===== src/hw/rtl/bfe_pkg.sv =====
`timescale 1ns / 1ps
// ----------------------------------------------------------------------------
// bfe_pkg
// Types and constants shared by the stages of the bfloat16 exponential unit.
// ----------------------------------------------------------------------------
package bfe_pkg;

	localparam int FRAC  = 52;
	localparam int XW    = 59;
	localparam int PW    = 53;
	localparam int RW    = 52;
	localparam int KW    = 8;
	localparam int ORDER = 13;

	typedef logic [15:0]   bf16_t;
	typedef logic [PW-1:0] poly_t;

	typedef struct packed {
		logic          fixed;
		bf16_t         fixed_val;
		logic          xneg;
		logic [KW-1:0] km;
		logic          last;
	} side_t;

	typedef enum logic {
		REG_COLUMNS = 1'b0,
		REG_ROWS    = 1'b1
	} reg_idx_t;

	localparam bf16_t       BF_INF    = 16'h7F80;
	localparam bf16_t       BF_ZERO   = 16'h0000;
	localparam bf16_t       QNAN_BIT  = 16'h0040;
	localparam logic [14:0] X_MAX     = 15'h42B2;
	localparam logic [14:0] X_MIN_MAG = 15'h42D0;
	localparam logic [16:0] LOG2E     = 17'h17154;
	localparam logic [55:0] LN2       = 56'hB17217F7D1CF79;

	localparam poly_t COEF [ORDER+1] = '{
		poly_t'((64'd1 << FRAC) / 64'd1),
		poly_t'((64'd1 << FRAC) / 64'd1),
		poly_t'((64'd1 << FRAC) / 64'd2),
		poly_t'((64'd1 << FRAC) / 64'd6),
		poly_t'((64'd1 << FRAC) / 64'd24),
		poly_t'((64'd1 << FRAC) / 64'd120),
		poly_t'((64'd1 << FRAC) / 64'd720),
		poly_t'((64'd1 << FRAC) / 64'd5040),
		poly_t'((64'd1 << FRAC) / 64'd40320),
		poly_t'((64'd1 << FRAC) / 64'd362880),
		poly_t'((64'd1 << FRAC) / 64'd3628800),
		poly_t'((64'd1 << FRAC) / 64'd39916800),
		poly_t'((64'd1 << FRAC) / 64'd479001600),
		poly_t'((64'd1 << FRAC) / 64'd6227020800)
	};

endpackage


===== src/hw/rtl/bfe_pack.sv =====
`timescale 1ns / 1ps
// ----------------------------------------------------------------------------
// bfe_pack
// Scales exp(r) by 2^k, rounds to single precision with subnormals and then
// to bfloat16, both to nearest even.
// ----------------------------------------------------------------------------
module bfe_pack (
	input  logic           clk,
	input  logic           arst_n,
	input  logic           adv,
	input  logic           in_valid,
	input  bfe_pkg::side_t in_side,
	input  bfe_pkg::poly_t in_p,
	output logic           out_valid,
	output bfe_pkg::bf16_t out_result,
	output logic           out_last
);
	import bfe_pkg::*;

	logic signed [9:0] k;
	logic signed [9:0] ex;
	logic signed [9:0] fe;
	logic [5:0]        sh;
	logic [8:0]        base;
	poly_t             m;
	poly_t             mask;
	poly_t             keep;
	logic              lost;
	logic              rup;
	logic [31:0]       u;
	logic [31:0]       ur;
	bf16_t             res;

	logic        valid_s1, valid_s2, valid_s3;
	side_t       side_s1, side_s2;
	poly_t       m_s1;
	logic [5:0]  sh_s1;
	logic [8:0]  base_s1, base_s2;
	logic [23:0] mant_s2;
	logic        rup_s2;
	bf16_t       result_s3;
	logic        last_s3;

	always_comb begin
		k  = in_side.xneg ? (10'sd0 - $signed({2'b00, in_side.km}))
			: $signed({2'b00, in_side.km});
		ex = in_p[PW-1] ? k : (k - 10'sd1);
		m  = in_p[PW-1] ? in_p : (in_p << 1);
		fe = ex + 10'sd127;
		if (fe >= 10'sd1) begin
			sh   = 6'd0;
			base = 9'(fe - 10'sd1);
		end else begin
			sh   = 6'(10'sd1 - fe);
			base = 9'd0;
		end
		mask = ~({PW{1'b1}} << sh_s1);
		keep = m_s1 >> sh_s1;
		lost = (|(m_s1 & mask)) | (|keep[27:0]);
		rup  = keep[28] & (lost | keep[29]);
		u    = (32'(base_s2) << 23) + 32'(mant_s2) + 32'(rup_s2);
		ur   = u + 32'h00007FFF + 32'(u[16]);
		if (side_s2.fixed) begin
			res = side_s2.fixed_val;
		end else if (u >= 32'h7F800000) begin
			res = BF_INF;
		end else begin
			res = ur[31:16];
		end
	end

	always_ff @(posedge clk or negedge arst_n) begin
		if (!arst_n) begin
			valid_s1 <= 1'b0;
			valid_s2 <= 1'b0;
			valid_s3 <= 1'b0;
		end else if (adv) begin
			valid_s1 <= in_valid;
			valid_s2 <= valid_s1;
			valid_s3 <= valid_s2;
		end
	end

	always_ff @(posedge clk) begin
		if (adv) begin
			side_s1   <= in_side;
			m_s1      <= m;
			sh_s1     <= sh;
			base_s1   <= base;
			side_s2   <= side_s1;
			base_s2   <= base_s1;
			mant_s2   <= keep[52:29];
			rup_s2    <= rup;
			result_s3 <= res;
			last_s3   <= side_s2.last;
		end
	end

	assign out_valid  = valid_s3;
	assign out_result = result_s3;
	assign out_last   = last_s3;

endmodule


===== config.mk =====
export PLATFORM = sky130hd
export DESIGN_NAME = bfe_pack
export DESIGN_NICKNAME = d
export VERILOG_FILES = /design/src/hw/rtl/bfe_pkg.sv /design/src/hw/rtl/bfe_pack.sv
export SDC_FILE = /design/constraint.sdc
export NUM_CORES = 1
export LEC_CHECK = 0
export BUFFER_PORTS_ARGS = -buffer_cell sky130_fd_sc_hd__buf_2
export CORE_ASPECT_RATIO = 1.2
export CORE_MARGIN = 4
export CORE_UTILIZATION = 55
export CTS_CLUSTER_SIZE = 14
export DETAILED_ROUTE_END_ITERATION = 10
export PLACE_DENSITY = 0.81
export REMOVE_ABC_BUFFERS = 1
export SYNTH_ARGS = -nofsm -noshare
export SYNTH_HDL_FRONTEND = slang
export SYNTH_SLANG_ARGS = --single-unit

===== constraint.sdc =====
create_clock -name clk -period 3.27 [get_ports clk]
set_input_delay 0.327 -clock clk [delete_from_list [all_inputs] [get_ports clk]]
set_output_delay 0.327 -clock clk [all_outputs]
set_load 0.1 [all_outputs]

Yosys cells after proc, flatten, opt, wreduce, memory -nomap -nowiden. Index checks and enable logic that the tools add are counted.

$add $sub $neg: 9. Eq/ne operators: 0. Shifts and indexed selects: 2. $mul: 0. Reductions and logical operators: 2. Bitwise gates (word level): 5. Div/mod/pow operators: 0. Magnitude comparators: 2. Multiplexer cells: 5.

Operator list (count): $add 32x1->32 (2); $and 53x53->53 (1); $not 53->53 (1); $reduce_or 53->1 (1); $shl 53x6->53 const A (1); $shr 53x6->53 (1); $mux 52 (1); $add 32x15->32 const B (1); $add 32x24->32 (1); $ge 32x31->1 const B (1); $mux 16 (2); $reduce_or 28->1 (1); $mux 10 (2); $add 10x8->10 const B (1); $ge 10x2->1 const B (1); $sub 10x2->10 const B (1); $sub 1x8->9 const A (1); $sub 9x2->9 const B (1); $sub 2x6->6 const A (1); $or 1x1->1 (2); $and 1x1->1 (1).

Bits in read-only memories: 0. Register bits: 158. Latch bits: 0. Word-level logic and storage cells: 44. Memories kept: 0. Bits of input ports: 84. Memory bits (writable): 0.

Logic depth before layout (Yosys ltp).
Depth after elaboration: 7. Mapped depth: 15. Gate-level depth less buffers: 14.

Least setup slack after synthesis. Ideal clock, no wire load.

Path kind: input -> register. From: input in_side[1] in the netlist's numbering. To: register base_s1[7] (data pin). Path buffers: 1. Cell stages on the path: 15. Slack: -0.318 ns. Library setup time: 0.254 ns. Data arrival time: 3.334 ns. Cells stage by stage: clkbuf_1 -> inv_1 -> ha_1 -> mux2i_1 -> xnor2_1 -> inv_1 -> ha_1 -> xnor2_1 -> xnor2_1 -> ha_1 -> a21boi_0 -> nand3_1 -> nor3b_1 -> xor2_1 -> nor2_1.

Longest elaborated chain between the ends: 6. Elaborated cells on any way between the ends: 7.

Ends and longest elaborated chain: from (decl) (RTL line bfe_pack.sv:12) `input bfe_pkg::side_t in_side,`; $sub 1x8->9 (RTL line bfe_pack.sv:45) `k = in_side.xneg ? (10'sd0 - $signed({2'b00, in_side.km}))`; $mux 10 * (RTL line bfe_pack.sv:45); $sub 10x2->10 (RTL line bfe_pack.sv:47) `ex = in_p[PW-1] ? k : (k - 10'sd1);`; $mux 10 * (RTL line bfe_pack.sv:47); $add 10x8->10 * (RTL line bfe_pack.sv:49) `fe = ex + 10'sd127;`; $sub 9x2->9 or $ge 10x2->1 (tied branches) (RTL line bfe_pack.sv:52, bfe_pack.sv:50); to (signal assigned) (RTL line bfe_pack.sv:89) `base_s1 <= base;`; to (decl) (RTL line bfe_pack.sv:38) `logic [8:0] base_s1, base_s2;`.

Mark *: on every way between the ends. The rest lies on a longest branch, timed or not. A chain may end at the register's enable or synchronous reset.

Worst setup path in the final report.
From: register sh_s1[1]. To: register rup_s2 (data pin).

Longest elaborated chain between the ends: 7. Elaborated cells on any way between the ends: 9.

Ends and longest elaborated chain: from (decl) (RTL line bfe_pack.sv:37) `logic [5:0] sh_s1;`; from (signal assigned) (RTL line bfe_pack.sv:88) `sh_s1 <= sh;`; $shl 53x6->53 (RTL line bfe_pack.sv:57) `mask = ~({PW{1'b1}} << sh_s1);`; $not 53->53 (RTL line bfe_pack.sv:57); $and 53x53->53 (RTL line bfe_pack.sv:59) `lost = (|(m_s1 & mask)) | (|keep[27:0]);`; $reduce_or 53->1 (RTL line bfe_pack.sv:59); $or 1x1->1 (RTL line bfe_pack.sv:59); $or 1x1->1 (RTL line bfe_pack.sv:60) `rup = keep[28] & (lost | keep[29]);`; $and 1x1->1 * (RTL line bfe_pack.sv:60); net rup (RTL line bfe_pack.sv:29) `logic rup;`; to (signal assigned) (RTL line bfe_pack.sv:93) `rup_s2 <= rup;`; to (decl) (RTL line bfe_pack.sv:40) `logic rup_s2;`.

The timed path passes the listed nets; every way through them passes the cells marked *.

==> reports/metrics.yaml <==
crit_slowest_cell: "edfxtp_1"
viasPerCell: 6.033
max_slew_margin: 0.5039
grt_usage: 0.2281
first_pass_iters: 6
drv_slew: 0
cp.required_ns: 3.46
worst_pin_slew_ns: 0.7346
period_share: 0.9854
synth_cell_type_count: 81
cts_tree: "yes"
r2r_setup_slack_ns: 0.05
nNetsFinal: 1234
antenna_cells: 0
synth_edf_count: 155
final_cells: 1409
wirelength_um: 24440
grt_overflow_total: 0
port_buffers: 101
p_per_area_mw_per_mm2: 513.8
dpl_worst_slack_ns: 0.004726
clock_sinks: 158
reg2reg_depth: 11
die_x_um: 134.6
dr_total_vias: 8500
synth-main-ff-cell: "edfxtp_1"
rr_startpoint: "sh_s1[1]"
synthesis.area_mm2: 0.01058
floorplan.die_area_mm2: 0.02152
grt_start_max_net_pins: 63
finalSetupViolations: 0
hp-start: "in_side[0]"
drive_above_1_share: 0.2810
status: "finished clean"
clk_pin_slew_ns: 0.08
drv_cap: 0
cts_buffer_depth: 2
hold-path-cell-count: 1
cts-buffers-inserted: 17
ioPinCount: 102
dpl.hpwl_um: 18340
fin_crit_ns: 3.222
synthArstFlopShare: 0.01899
slowest_delay_ns: 0.44
finalHoldViolations: 0
p_leak_uw: 0.004686
crit_path_end_kind: "flop"
gp_congestion: 1.066
die_h_um: 159.9
final_common_cell: "edfxtp_1"
crit_fanout: 16
syn_avg_cell_area_um2: 10.50
htreeDepth: 4
crit_chain: "buf_6 -> buf_12 -> mux2_4 -> mux2i_1 -> mux2i_2 -> a222oi_1 -> buf_4 -> o22a_1 -> nand4_1 -> or4_1 -> o31a_1"
rows: 55
start_kind: "flop"
finClkSkew_ns: 0.01197
drt_iter0_drc: 566
worst_slack_ns: 0.04760
grt_pass1_vias: 8239
dp_cells: 1376
design.core.area_mm2: 0.01886
hold-path-endpoint: "side_s1[0]"
routedWlPerCell_um: 17.35
worst-path-buf-inv: 3
yosys_warnings: 0
cts_root_buffer: "clkbuf_16"
antenna_left: 0
synth-seq-area-share: 0.4471
timing.rr.end: "rup_s2"
start_util: 0.5610
startpoint: "sh_s1[1]"
clock_latency_ns: 0.44
area_growth_pct: 17.35
rsz0062_at_grt: "yes"
hold_class: "primary input to flop"
critPathTopFamily: "compound AO/OA/AOI/OAI gates"
remaining_drc_errors: 0
grt_pass1_wl_um: 40090
hold_slack_ns: 0.05811
ir_drop_mv: 0.3999
ys_ff_latch: 158
critPathKind: "flop to flop"
max_freq_ghz: 0.3103
layout_common_cells: "155 x edfxtp_1, 106 x nor2_1, 100 x buf_2, 80 x mux2_2, 67 x buf_4"
syn_inst: 1007
antenna_found_initial: 0
crit_arrival_ns: 3.41
==> per-layer routing <==
| metal | global-route usage | vias to the layer above | part of all wire |
|---|---|---|---|
| met1 | 0.2752 | 4002 | 0.40 |
| li1 | - | 4105 | - |
| met2 | 0.3923 | 308 | 0.50 |
| met4 | 0.1097 | 0 | 0.039 |
| met3 | 0.04159 | 85 | 0.054 |
| met5 | 0 | - | 0 |
==> synth_stat cells, types with 4 or more instances <==
| library cell | n | area (µm²) |
|---|---|---|
| a2111oi_0 | 4 | 35.03 |
| a211oi_1 | 12 | 90.09 |
| a21o_1 | 4 | 30.03 |
| a21oi_1 | 54 | 270.3 |
| a22o_1 | 6 | 52.55 |
| a22oi_1 | 6 | 45.04 |
| a31oi_1 | 13 | 81.33 |
| a32oi_1 | 4 | 35.03 |
| and2_1 | 16 | 100.1 |
| and3_1 | 5 | 31.28 |
| buf_1 | 10 | 37.54 |
| buf_2 | 18 | 90.09 |
| buf_6 | 4 | 45.04 |
| clkbuf_1 | 29 | 108.9 |
| edfxtp_1 | 155 | 4654 |
| ha_1 | 10 | 125.1 |
| inv_1 | 19 | 71.32 |
| mux2_2 | 82 | 923.4 |
| mux2i_1 | 57 | 570.6 |
| mux4_2 | 6 | 135.1 |
| nand2_1 | 63 | 236.5 |
| nand2b_1 | 10 | 62.56 |
| nand3_1 | 14 | 70.07 |
| nand3b_1 | 6 | 45.04 |
| nand4_1 | 19 | 118.9 |
| nor2_1 | 106 | 397.9 |
| nor2b_1 | 17 | 106.4 |
| nor3_1 | 18 | 90.09 |
| nor3b_1 | 6 | 45.04 |
| nor4_1 | 10 | 62.56 |
| o2111ai_1 | 4 | 35.03 |
| o211ai_1 | 12 | 90.09 |
| o21a_1 | 8 | 60.06 |
| o21ai_0 | 54 | 270.3 |
| o22a_1 | 5 | 43.79 |
| o22ai_1 | 8 | 50.05 |
| o31ai_1 | 4 | 30.03 |
| or2_2 | 8 | 50.05 |
| or3_1 | 6 | 37.54 |
| or4_1 | 5 | 37.54 |
| xnor2_1 | 27 | 236.5 |
| xor2_1 | 23 | 201.4 |
==> flip-flops by register name (all words and copies together), names as in the netlist <==
name        flops
rup_s2          1
base_s2         9
out_last        1
side_s1        18
base_s1         9
mant_s2        24
valid_s2        1
out_result     16
side_s2        18
sh_s1           6
out_valid       1
valid_s1        1
m_s1           53
==> power by group <==
group          total (µW)  switching (µW)  leakage, µW  internal [µW]
Sequential           2630             161      0.00157           2460
Combinational        1750            1000      0.00282            744
Clock                2000             963     0.000296           1040
Total                6380            2130      0.00469           4250
==> stage by stage <==
stage	total power [µW]	instance area [µm²]	utilization	TNS [ns]
6_report	6378	12410	0.6583	0
5_1_grt	6687	12410	0.6583	-0.06984
4_1_cts	6381	12380	0.6566	0
3_5_place_dp	4375	11760	0.6239	0
3_3_place_gp	4344	11760	0.6239	0
2_1_floorplan	3747	10280	-	-2.068
==> worst max path at each step <==
stage | end | slack, ns | cells after the start
4_1_cts | rup_s2 | 0.002 | 11
2_1_floorplan | rup_s2 | -1.0 | 8
3_3_place_gp | rup_s2 | 0.01 | 11
5_1_grt | rup_s2 | -0.07 | 11
3_5_place_dp | base_s1[6] | 0.005 | 13
6_report | rup_s2 | 0.05 | 11
==> kinds of logic (layout without fill, tap and decap cells) <==
group	Yosys count	in the layout	synth area share
DFF	158	158	0.4471
buffers and inverters	84	230	0.03549
adders and majority gates	14	14	0.01573
muxes	145	145	0.1540
and+or+nand+nor	323	323	0.1578
AOI/OAI and AO/OA	232	232	0.1469
xor gates and xnor gates	51	51	0.04294
==> what timing repair did <==
item,CTS,global route
setup buffers,0,0
endpoints found under the hold margin,3,0
endpoints found under the setup margin,0,16
resized for setup,0,9
hold buffers,1,0
==> layout make-up <==
type | count | area [µm²]
Inverter | 21 | 78.83
Clock buffer | 17 | 425.4
Tap cell | 256 | 320.3
Multi-Input combinational cell | 765 | 5502
Timing Repair Buffer | 177 | 1176
Clock inverter | 15 | 181.4
Fill cell | 1477 | 6442
Sequential cell | 158 | 4730
Note: power is estimated with default switching activity, not from simulation.
