==> src/hw/rtl/bfe_pkg.sv <==
`timescale 1ns / 1ps
// ----------------------------------------------------------------------------
// bfe_pkg
// Types and constants shared by the stages of the bfloat16 exponential unit.
// ----------------------------------------------------------------------------
package bfe_pkg;

	localparam int FRAC  = 52;
	localparam int XW    = 59;
	localparam int PW    = 53;
	localparam int RW    = 52;
	localparam int KW    = 8;
	localparam int ORDER = 13;

	typedef logic [15:0]   bf16_t;
	typedef logic [PW-1:0] poly_t;

	typedef struct packed {
		logic          fixed;
		bf16_t         fixed_val;
		logic          xneg;
		logic [KW-1:0] km;
		logic          last;
	} side_t;

	typedef enum logic {
		REG_COLUMNS = 1'b0,
		REG_ROWS    = 1'b1
	} reg_idx_t;

	localparam bf16_t       BF_INF    = 16'h7F80;
	localparam bf16_t       BF_ZERO   = 16'h0000;
	localparam bf16_t       QNAN_BIT  = 16'h0040;
	localparam logic [14:0] X_MAX     = 15'h42B2;
	localparam logic [14:0] X_MIN_MAG = 15'h42D0;
	localparam logic [16:0] LOG2E     = 17'h17154;
	localparam logic [55:0] LN2       = 56'hB17217F7D1CF79;

	localparam poly_t COEF [ORDER+1] = '{
		poly_t'((64'd1 << FRAC) / 64'd1),
		poly_t'((64'd1 << FRAC) / 64'd1),
		poly_t'((64'd1 << FRAC) / 64'd2),
		poly_t'((64'd1 << FRAC) / 64'd6),
		poly_t'((64'd1 << FRAC) / 64'd24),
		poly_t'((64'd1 << FRAC) / 64'd120),
		poly_t'((64'd1 << FRAC) / 64'd720),
		poly_t'((64'd1 << FRAC) / 64'd5040),
		poly_t'((64'd1 << FRAC) / 64'd40320),
		poly_t'((64'd1 << FRAC) / 64'd362880),
		poly_t'((64'd1 << FRAC) / 64'd3628800),
		poly_t'((64'd1 << FRAC) / 64'd39916800),
		poly_t'((64'd1 << FRAC) / 64'd479001600),
		poly_t'((64'd1 << FRAC) / 64'd6227020800)
	};

endpackage

==> src/hw/rtl/bfe_reduce.sv <==
`timescale 1ns / 1ps
// ----------------------------------------------------------------------------
// bfe_reduce
// Decodes the word, flags special values and reduces the argument so that
// exp(x) = 2^k * exp(r) with a small remainder r.
// ----------------------------------------------------------------------------
module bfe_reduce (
	input  logic                clk,
	input  logic                arst_n,
	input  logic                adv,
	input  logic                in_valid,
	input  bfe_pkg::bf16_t      value,
	input  logic                in_last,
	output logic                out_valid,
	output bfe_pkg::side_t      out_side,
	output logic                out_rneg,
	output logic [bfe_pkg::RW-1:0] out_rmag
);
	import bfe_pkg::*;

	logic [7:0]    e;
	logic [7:0]    sig;
	logic [XW-1:0] xm;
	side_t         side_in;
	side_t         side_k;
	logic [40:0]   ksum;
	logic [63:0]   kln2;
	logic [60:0]   diff;
	logic [60:0]   dabs;

	logic          valid_s1, valid_s2, valid_s3, valid_s4, valid_s5, valid_s6;
	side_t         side_s1, side_s2, side_s3, side_s4, side_s5;
	logic [XW-1:0] xm_s1, xm_s2, xm_s3, xm_s4, xm_s5;
	logic [39:0]   tprod_s2;
	logic [35:0]   khi_s4, klo_s4;
	logic [63:0]   kln2_s5;
	side_t         side_s6;
	logic          rneg_s6;
	logic [RW-1:0] rmag_s6;

	always_comb begin
		e   = value[14:7];
		sig = {e != 8'd0, value[6:0]};
		if (e >= 8'd82) begin
			xm = XW'(sig) << (e - 8'd82);
		end else begin
			xm = XW'(sig) >> (8'd82 - e);
		end
		side_in.xneg      = value[15];
		side_in.km        = '0;
		side_in.last      = in_last;
		side_in.fixed     = 1'b1;
		if (e == 8'hFF && value[6:0] != 7'd0) begin
			side_in.fixed_val = value | QNAN_BIT;
		end else if (!value[15] && value[14:0] > X_MAX) begin
			side_in.fixed_val = BF_INF;
		end else if (value[15] && value[14:0] > X_MIN_MAG) begin
			side_in.fixed_val = BF_ZERO;
		end else begin
			side_in.fixed     = 1'b0;
			side_in.fixed_val = BF_ZERO;
		end
		ksum      = {1'b0, tprod_s2} + 41'h00080000000;
		side_k    = side_s2;
		side_k.km = ksum[39:32];
		kln2 = (64'(khi_s4) << 28) + 64'(klo_s4);
		diff = 61'(xm_s5) - 61'(kln2_s5[63:4]);
		dabs = diff[60] ? (61'd0 - diff) : diff;
	end

	always_ff @(posedge clk or negedge arst_n) begin
		if (!arst_n) begin
			valid_s1 <= 1'b0;
			valid_s2 <= 1'b0;
			valid_s3 <= 1'b0;
			valid_s4 <= 1'b0;
			valid_s5 <= 1'b0;
			valid_s6 <= 1'b0;
		end else if (adv) begin
			valid_s1 <= in_valid;
			valid_s2 <= valid_s1;
			valid_s3 <= valid_s2;
			valid_s4 <= valid_s3;
			valid_s5 <= valid_s4;
			valid_s6 <= valid_s5;
		end
	end

	always_ff @(posedge clk) begin
		if (adv) begin
			side_s1  <= side_in;
			xm_s1    <= xm;
			side_s2  <= side_s1;
			xm_s2    <= xm_s1;
			tprod_s2 <= 40'(xm_s1[XW-1 -: 23]) * 40'(LOG2E);
			side_s3  <= side_k;
			xm_s3    <= xm_s2;
			side_s4  <= side_s3;
			xm_s4    <= xm_s3;
			khi_s4   <= 36'(side_s3.km) * 36'(LN2[55:28]);
			klo_s4   <= 36'(side_s3.km) * 36'(LN2[27:0]);
			side_s5  <= side_s4;
			xm_s5    <= xm_s4;
			kln2_s5  <= kln2;
			side_s6  <= side_s5;
			rneg_s6  <= diff[60] ^ side_s5.xneg;
			rmag_s6  <= dabs[RW-1:0];
		end
	end

	assign out_valid = valid_s6;
	assign out_side  = side_s6;
	assign out_rneg  = rneg_s6;
	assign out_rmag  = rmag_s6;

endmodule

==> config.mk <==
export PLATFORM = sky130hd
export DESIGN_NAME = bfe_reduce
export DESIGN_NICKNAME = d
export VERILOG_FILES = /design/src/hw/rtl/bfe_pkg.sv /design/src/hw/rtl/bfe_reduce.sv
export SDC_FILE = /design/constraint.sdc
export NUM_CORES = 1
export LEC_CHECK = 0
export BUFFER_PORTS_ARGS = -buffer_cell sky130_fd_sc_hd__buf_4
export CORE_MARGIN = 2
export CORE_UTILIZATION = 58
export DETAILED_ROUTE_END_ITERATION = 10
export PLACE_DENSITY = 0.9
export SLEW_MARGIN = 40
export SYNTH_ARGS = -nofsm -noshare
export SYNTH_HDL_FRONTEND = slang
export SYNTH_SLANG_ARGS = --single-unit
==> constraint.sdc <==
create_clock -name clk -period 5.9 [get_ports clk]
set_clock_uncertainty 0.15 [all_clocks]
set_input_delay 0.885 -clock clk [delete_from_list [all_inputs] [get_ports clk]]
set_output_delay 0.885 -clock clk [all_outputs]
set_load 0.1 [all_outputs]
After elaboration in Yosys (flattened, before gate mapping):

Index checks and enable logic that the tools add are counted.

* word-level logic and storage cells: 74
* input port bits: 21
* flip-flop bits (word level): 673

* equality and inequality tests: 1
* bitwise logic cells: 1
* muxes and demuxes: 5
* reductions and logical operators: 7
* $lt $le $gt $ge: 3
* $mul: 3
* shift operators: 2
* add/subtract/negate cells: 6

Operator list (number)
* 64-bit by 35-bit adder with 64-bit output: 1
* 59-bit by 60-bit subtractor with 61-bit output: 1
* 59-bit two-way mux: 1
* 8-bit by 8-bit left shift with 59-bit output: 1
* 8-bit by 8-bit >> shifter with 59-bit output: 1
* 52-bit two-way mux: 1
* 1-bit by 52-bit subtractor with 52-bit output, first input constant: 1
* 40-bit by 32-bit adder with 40-bit output, second input constant: 1
* 23-bit by 15-bit multiplier with 38-bit output, second input constant: 1
* 8-bit by 28-bit multiplier with 36-bit output, second input constant: 1
* 8-bit by 27-bit multiplier with 35-bit output, second input constant: 1
* 15-bit > comparator, second input constant: 2
* 16-bit two-way mux: 1
* 15-bit two-way mux: 1
* 8-bit == test, second input constant: 1
* 8-bit by 7-bit greater-or-equal comparator with 1-bit output, second input constant: 1
* 8-bit nonzero test: 1
* 7-bit by 8-bit subtractor with 8-bit output, first input constant: 1
* 8-bit by 7-bit subtractor with 8-bit output, second input constant: 1
* 7-bit nonzero test: 1
* 1-bit logical AND: 3
* 2-bit OR reduction: 1
* 1-bit logical NOT: 1
* 1-bit two-way mux: 1
* 1-bit bitwise XOR: 1

Longest topological paths before layout:

Gate-level depths: netlist (run 1).

* word-level depth: 4
* gate-level depth with buffers: 25

Least setup slack after synthesis (run 1):

No wires, ideal clock.

* path type: reg-to-reg
* start: reg side_s3[7] (netlist bit)
* end: reg khi_s4[35], data pin
* setup time: 0.259 ns
* clock period less this slack: 6.114 ns
* cell stages (with the launch flop): 20
* arrival: 5.704 ns
* slack: -0.214 ns
* path through: edfxtp_1 fa_1 inv_1 fa_1 inv_1 fa_1 fa_1 ha_1 o21ai_0 nand2b_1 a21oi_1 a211o_1 a211oi_1 a21oi_1 o31a_1 o21ai_0 nor3_1 o21bai_1 a21oi_1 xnor2_1

* word-level cells in the longest chain between the ends: 1

Ends and longest elaborated chain
* start: declaration: line bfe_reduce.sv:32 `side_t side_s1, side_s2, side_s3, side_s4, side_s5;`
* start signal: assignment: line bfe_reduce.sv:96 `side_s3 <= side_k;`
* 8-bit by 28-bit multiplier with 36-bit output: line bfe_reduce.sv:100 `khi_s4 <= 36'(side_s3.km) * 36'(LN2[55:28]);`
* end signal: assignment: line bfe_reduce.sv:100
* end: declaration: line bfe_reduce.sv:35 `logic [35:0] khi_s4, klo_s4;`

Every way passes these cells.
A chain may end at the register's enable or synchronous reset.

Worst setup path after layout (run 1):

* start: reg xm_s1[43]
* end: reg tprod_s2[39], data pin

* word-level cells in the longest chain between the ends: 1

Ends and longest elaborated chain
* start: declaration: line bfe_reduce.sv:33 `logic [XW-1:0] xm_s1, xm_s2, xm_s3, xm_s4, xm_s5;`
* start signal: assignment: line bfe_reduce.sv:92 `xm_s1 <= xm;`
* 23-bit by 15-bit multiplier with 38-bit output: line bfe_reduce.sv:95 `tprod_s2 <= 40'(xm_s1[XW-1 -: 23]) * 40'(LOG2E);`
* end signal: assignment: line bfe_reduce.sv:95
* end: declaration: line bfe_reduce.sv:34 `logic [39:0] tprod_s2;`

Every way passes these cells.

==> flow_metrics.py, run 1 <==
metrics = {
    "floorplan": {
        "start_util": 0.586,
        "coreArea_um2": 65900,
        "core.rowCount": 94,
        "die_height_um": 262,
        "dieArea_um2": 68600,
        "fp.dieW_um": 262,
        "ioPinCount": 102,
    },
    "global_routing": {
        "antenna_found_initial": 3,
        "first_global_vias": 26000,
        "grt_util_all_layers": 0.279,
        "grt_pass1_wl_um": 145000,
        "grt-ovfl-total": 0,
        "grt_max_degree": 129,
    },
    "setup_path": {
        "worstPathMaxFanout": 3,
        "startpoint_type": "register",
        "crit_chain": "buf_6 > buf_4 > buf_4 > ha_1 > fa_1 > fa_1 > fa_1 > fa_1 > inv_1 > fa_1 > inv_2 > ha_4 > nand2_1 > or3_1 > o31a_1 > o31ai_4 > a41oi_2 > a211o_1 > inv_2 > a21oi_2 > xnor2_1",
        "cp.buffers_inverters": 6,
        "worst-r2r-cell-count": 21,
        "cp_slowest_cell": "fa_1",
        "r2r_setup_slack_ns": -0.34,
        "critical_path_class": "register to register",
        "worst_ep_required_time_ns": 6.11,
        "r2r_end": "tprod_s2[39]$_DFFE_PP_",
        "end_kind": "register",
        "cpMostUsedCell": "fa_1",
        "path_depth": 21,
        "crit_end": "tprod_s2[39]$_DFFE_PP_",
        "crit_path_start": "xm_s1[43]$_SDFFCE_PP0P_",
        "slowest_delay_ns": 0.52,
        "crit_family": "adder cells",
        "worstPathArrival_ns": 6.45,
        "r2r_start": "xm_s1[43]$_SDFFCE_PP0P_",
    },
    "sta": {
        "tightest_slew_ns": 0.898,
        "fmax_ghz": 0.160,
        "finalSetupViolations": 7,
        "rsz0062_at_grt": "true",
        "fin_crit_ns": 6.24,
        "finalCritPeriodShare": 1.06,
        "relSlewSlack": 0.397,
        "setup_ws_ns": -0.344,
        "hold_viol": 0,
        "finalMaxSlewViolations": 0,
        "hold_ws_ns": 0.254,
    },
    "hold_path": {
        "whs_path_depth": 0,
        "min_from": "xm_s4[12]$_DFFE_PP_",
        "hold_class": "register to register",
    },
    "synth": {
        "yosysWarningCount": 0,
        "syn_nets": 3728,
        "synthArstFlopShare": 0.00945,
        "synth_cells": 3101,
        "ys_types": 86,
        "synth_area_per_cell_um2": 12.4,
        "synth_edf_count": 629,
        "yosysSeqAreaShare": 0.493,
        "synth-seq-cells": 635,
        "synth_ff_type": "edfxtp_1",
        "synth_area_um2": 38600,
    },
    "clocking": {
        "cts.sinks": 635,
        "ctsLongestPathBuffers": 3,
        "clk_latency_ns": 0.64,
        "cts_tree": "done",
        "cts_buffers": 68,
        "clockRootBuffer": "clkbuf_16",
        "path_clk_slew_ns": 0.07,
        "htreeDepth": 3,
    },
    "route": {
        "wl_um": 96500,
        "drtAntennaViolNets": 0,
        "drt_iter0_drc": 3289,
        "wl_per_cell_um": 22.5,
        "drc": 0,
        "via_per_inst": 6.06,
        "drtPass1Iterations": 8,
        "vias": 25900,
    },
    "layout": {
        "finalInstanceArea_um2": 44300,
        "final_nets": 3995,
        "stdcell_count": 4284,
        "fill_cells": 4318,
        "drive_gt1_frac": 0.141,
        "mostFrequentLayoutCell": "edfxtp_1",
        "final_cell_mix": "edfxtp_1, inv_1, ha_1",
        "areaGrowthSynthToFinish_pct": 14.9,
    },
    "place": {
        "placedCellCount": 4127,
        "place.gp.congestion": 0.963,
        "portBuffers": 101,
        "postPlaceCellArea_um2": 41200,
        "dpl.hpwl_um": 66900,
    },
    "run": {
        "cap_violations": 0,
    },
    "status": {
        "status": "finished with violations",
        "violations": "negative setup slack",
    },
}
## worst reg2reg max path, delay by kind of cell, from the launching register on
| family | cells | cell delay [ns] |
|---|---|---|
| adder cells (fa/ha/maj) | 7 | 2.98 |
| AO/OA/AOI/OAI | 5 | 1.21 |
| AND/OR/NAND/NOR | 2 | 0.47 |
| buffers and inverters | 6 | 0.60 |
| XOR/XNOR | 1 | 0.12 |
| flip-flops | 1 | 0.43 |
## synth_stat cells, types with 35 or more instances
cell,count,area (µm²)
edfxtp_1,629,18900
inv_1,445,1670
ha_1,387,4840
fa_1,219,4380
nor2_1,196,736
a21oi_1,165,826
xnor2_1,140,1230
nand2_1,123,462
o21ai_0,96,480
xor2_1,57,499
nand3_1,55,275
a21o_1,52,390
nor3_1,46,230
nand4_1,44,275
clkbuf_1,35,131
## worst min path at each step
stage | end | slack [ns]
3_3_place_gp | side_s5[24]$_DFFE_PP_ | 0.25
3_5_place_dp | out_side[12]$_DFFE_PP_ | 0.25
6_report | xm_s5[12]$_DFFE_PP_ | 0.25
5_1_grt | xm_s5[12]$_DFFE_PP_ | 0.26
2_1_floorplan | kln2_s5[10]$_DFFE_PP_ | 0.25
4_1_cts | xm_s3[14]$_DFFE_PP_ | 0.26
## stage by stage
stage | util | setup WS [ns] | setup TNS, ns
after floorplan | - | 0.0133 | 0
after global placement | 0.625 | -0.216 | -0.608
after detailed placement | 0.625 | -0.427 | -2.27
after CTS | 0.668 | -0.212 | -0.654
after global routing | 0.673 | -0.475 | -2.39
final | 0.673 | -0.344 | -1.28
## metal layers
layer	wire length, µm	GRT usage
met5	42	0
met2	47800	0.477
met3	7770	0.0479
met1	35300	0.344
met4	5600	0.143
## sequential cells by signal (all words and copies together), names as in the netlist, 31 cells and up
| register | cells |
|---|---|
| xm_s1 | 59 |
| klo_s4 | 31 |
| xm_s4 | 59 |
| xm_s3 | 59 |
| khi_s4 | 35 |
| out_rmag | 52 |
| xm_s5 | 59 |
| xm_s2 | 59 |
| kln2_s5 | 60 |
## area by class of cell
type	instances	area (µm²)	area share
antenna	1	2.50	0.0000565
tap	864	1080	0.0244
sequential	635	19000	0.430
clock buffer	82	1750	0.0396
clock inverter	39	485	0.0110
multi-input combinational	1969	18300	0.412
inverter	446	1680	0.0379
timing repair buffer	248	2020	0.0455
## logic make-up after synthesis
| family | synth area share |
|---|---|
| AO/OA/AOI/OAI | 0.0880 |
| XOR/XNOR | 0.0447 |
| adder cells (fa/ha/maj) | 0.239 |
| buffers and inverters | 0.0488 |
| flip-flops | 0.493 |
| multiplexers | 0.00626 |
| AND/OR/NAND/NOR | 0.0796 |
## timing repair
| item | in CTS | in global routing |
|---|---|---|
| pin swaps | 67 | 31 |
| hold buffers | 1 | 0 |
| endpoints found under the setup margin | 15 | 18 |
| gates resized for setup | 68 | 47 |
| setup buffers | 22 | 14 |
| endpoints found under the hold margin | 6 | 0 |
Power of run 1 is not shown: default switching activity piles up to over one toggle a cycle in this logic, so the estimate is an artifact.
==> inputs of run 2 (changes only) <==
--- a/config.mk
+++ b/config.mk
@@ -9,7 +9,7 @@
 export CORE_MARGIN = 2
 export CORE_UTILIZATION = 58
 export DETAILED_ROUTE_END_ITERATION = 10
-export PLACE_DENSITY = 0.9
+export PLACE_DENSITY = 0.78
 export SLEW_MARGIN = 40
 export SYNTH_ARGS = -nofsm -noshare
 export SYNTH_HDL_FRONTEND = slang
==> flow_metrics.py, run 2 (synthesis results as in run 1) <==
metrics = {
    "clocking": {
        "clockRootBuffer": "clkbuf_16",
        "ctsLongestPathBuffers": 3,
        "cts_tree": "done",
        "path_clk_slew_ns": 0.07,
        "htreeDepth": 3,
        "cts.sinks": 635,
        "clk_latency_ns": 0.61,
        "cts_buffers": 66,
    },
    "sta": {
        "fin_crit_ns": 6.00,
        "tightest_slew_ns": 0.873,
        "rsz0062_at_grt": "true",
        "finalCritPeriodShare": 1.02,
        "finalSetupViolations": 4,
        "fmax_ghz": 0.167,
        "hold_ws_ns": 0.263,
        "finalMaxSlewViolations": 0,
        "setup_ws_ns": -0.105,
        "relSlewSlack": 0.414,
        "hold_viol": 0,
    },
    "setup_path": {
        "r2r_start": "xm_s1[41]$_SDFFCE_PP0P_",
        "end_kind": "register",
        "startpoint_type": "register",
        "worstPathMaxFanout": 3,
        "crit_path_start": "xm_s1[41]$_SDFFCE_PP0P_",
        "r2r_setup_slack_ns": -0.10,
        "worst_ep_required_time_ns": 6.11,
        "critical_path_class": "register to register",
        "worstPathArrival_ns": 6.21,
    },
    "route": {
        "wl_per_cell_um": 20.6,
        "via_per_inst": 5.72,
        "drt_iter0_drc": 2216,
        "drtAntennaViolNets": 0,
        "drtPass1Iterations": 5,
        "wl_um": 88500,
        "drc": 0,
        "vias": 24600,
    },
    "global_routing": {
        "gr-usage-met3": 0.0377,
        "gr-usage-met2": 0.434,
        "grt-ovfl-total": 0,
        "first_global_vias": 25200,
        "busiest_layer": "met2",
        "use_met1": 0.349,
        "grt_util_all_layers": 0.263,
        "antenna_found_initial": 2,
        "grt_max_degree": 134,
        "grt_pass1_wl_um": 137000,
    },
    "place": {
        "postPlaceCellArea_um2": 41300,
        "portBuffers": 101,
        "dpl.hpwl_um": 66800,
        "place.gp.congestion": 0.956,
        "placedCellCount": 4147,
    },
    "status": {
        "violations": "negative setup slack",
        "status": "finished with violations",
    },
    "floorplan": {
        "die_height_um": 262,
        "start_util": 0.586,
        "dieArea_um2": 68600,
        "core.rowCount": 94,
        "fp.dieW_um": 262,
        "coreArea_um2": 65900,
        "ioPinCount": 102,
    },
    "hold_path": {
        "min_from": "side_s5[25]$_DFFE_PP_",
        "hold_class": "register to register",
    },
    "layout": {
        "largest_reg_flops": 60,
        "finalInstanceArea_um2": 44300,
        "mostFrequentLayoutCell": "edfxtp_1",
        "stdcell_count": 4297,
        "areaGrowthSynthToFinish_pct": 14.9,
        "final_cell_mix": "edfxtp_1, inv_1, ha_1",
        "regMostFlops": "kln2_s5",
        "final_nets": 4015,
        "drive_gt1_frac": 0.144,
        "n_antenna_cell": 0,
        "fin_util": 0.673,
    },
    "run": {
        "cap_violations": 0,
    },
}
## run 2: final timing paths
path                                           to  cells after the start
max                        tprod_s2[39]$_DFFE_PP_                     24
min                        out_side[25]$_DFFE_PP_                      0
max reg2reg                tprod_s2[39]$_DFFE_PP_                     24
min reg2reg                out_side[25]$_DFFE_PP_                      0
max in group asynchronous    valid_s4$_DFFE_PN0P_                      2
min in group asynchronous   out_valid$_DFFE_PN0P_                      2
## run 2: layout make-up
type | count | area (µm²)
Tap cell | 864 | 1080
Clock inverter | 31 | 389
Inverter | 446 | 1680
Clock buffer | 82 | 1780
Sequential cell | 635 | 19000
Fill cell | 4690 | 21500
Timing Repair Buffer | 270 | 2140
Multi-Input combinational cell | 1969 | 18200
## run 2: timing repair
item | in CTS | in global routing
hold buffers | 1 | 0
setup buffers | 19 | 17
endpoints found under the setup margin | 11 | 18
pin swaps | 67 | 43
endpoints found under the hold margin | 6 | 0
resized for setup | 53 | 52
cloned | 0 | 0
## run 2: worst max-delay path, stage by stage (launching register included)
cell and delay [ns]:
edfxtp_1 0.51, buf_6 0.19, ha_4 0.26, inv_2 0.03
fa_1 0.53, inv_2 0.05, fa_1 0.47, inv_1 0.05
fa_1 0.49, inv_2 0.04, fa_1 0.49, inv_1 0.05
fa_2 0.53, inv_2 0.04, ha_4 0.24, nand4_1 0.07
nor2_1 0.13, a21oi_2 0.08, o31a_1 0.37, o31ai_4 0.24
a41oi_2 0.15, a211o_1 0.34, inv_1 0.07, a21oi_2 0.05
xnor2_1 0.12
## run 2: routing by layer
| layer | up-vias | routed length, µm |
|---|---|---|
| li1 | 11500 | - |
| met1 | 12000 | 36800 |
| met2 | 815 | 42800 |
| met3 | 194 | 5030 |
| met4 | 0 | 3850 |
| met5 | - | 0 |
## run 2: stage by stage
| step | setup slack (ns) | TNS [ns] |
|---|---|---|
| after floorplan | 0.0133 | 0 |
| after global placement | -0.434 | -2.01 |
| after detailed placement | -0.585 | -3.46 |
| after CTS | -0.183 | -0.429 |
| after global routing | -0.283 | -1.27 |
| final | -0.105 | -0.260 |
Power of run 2 is left out for the same reason.
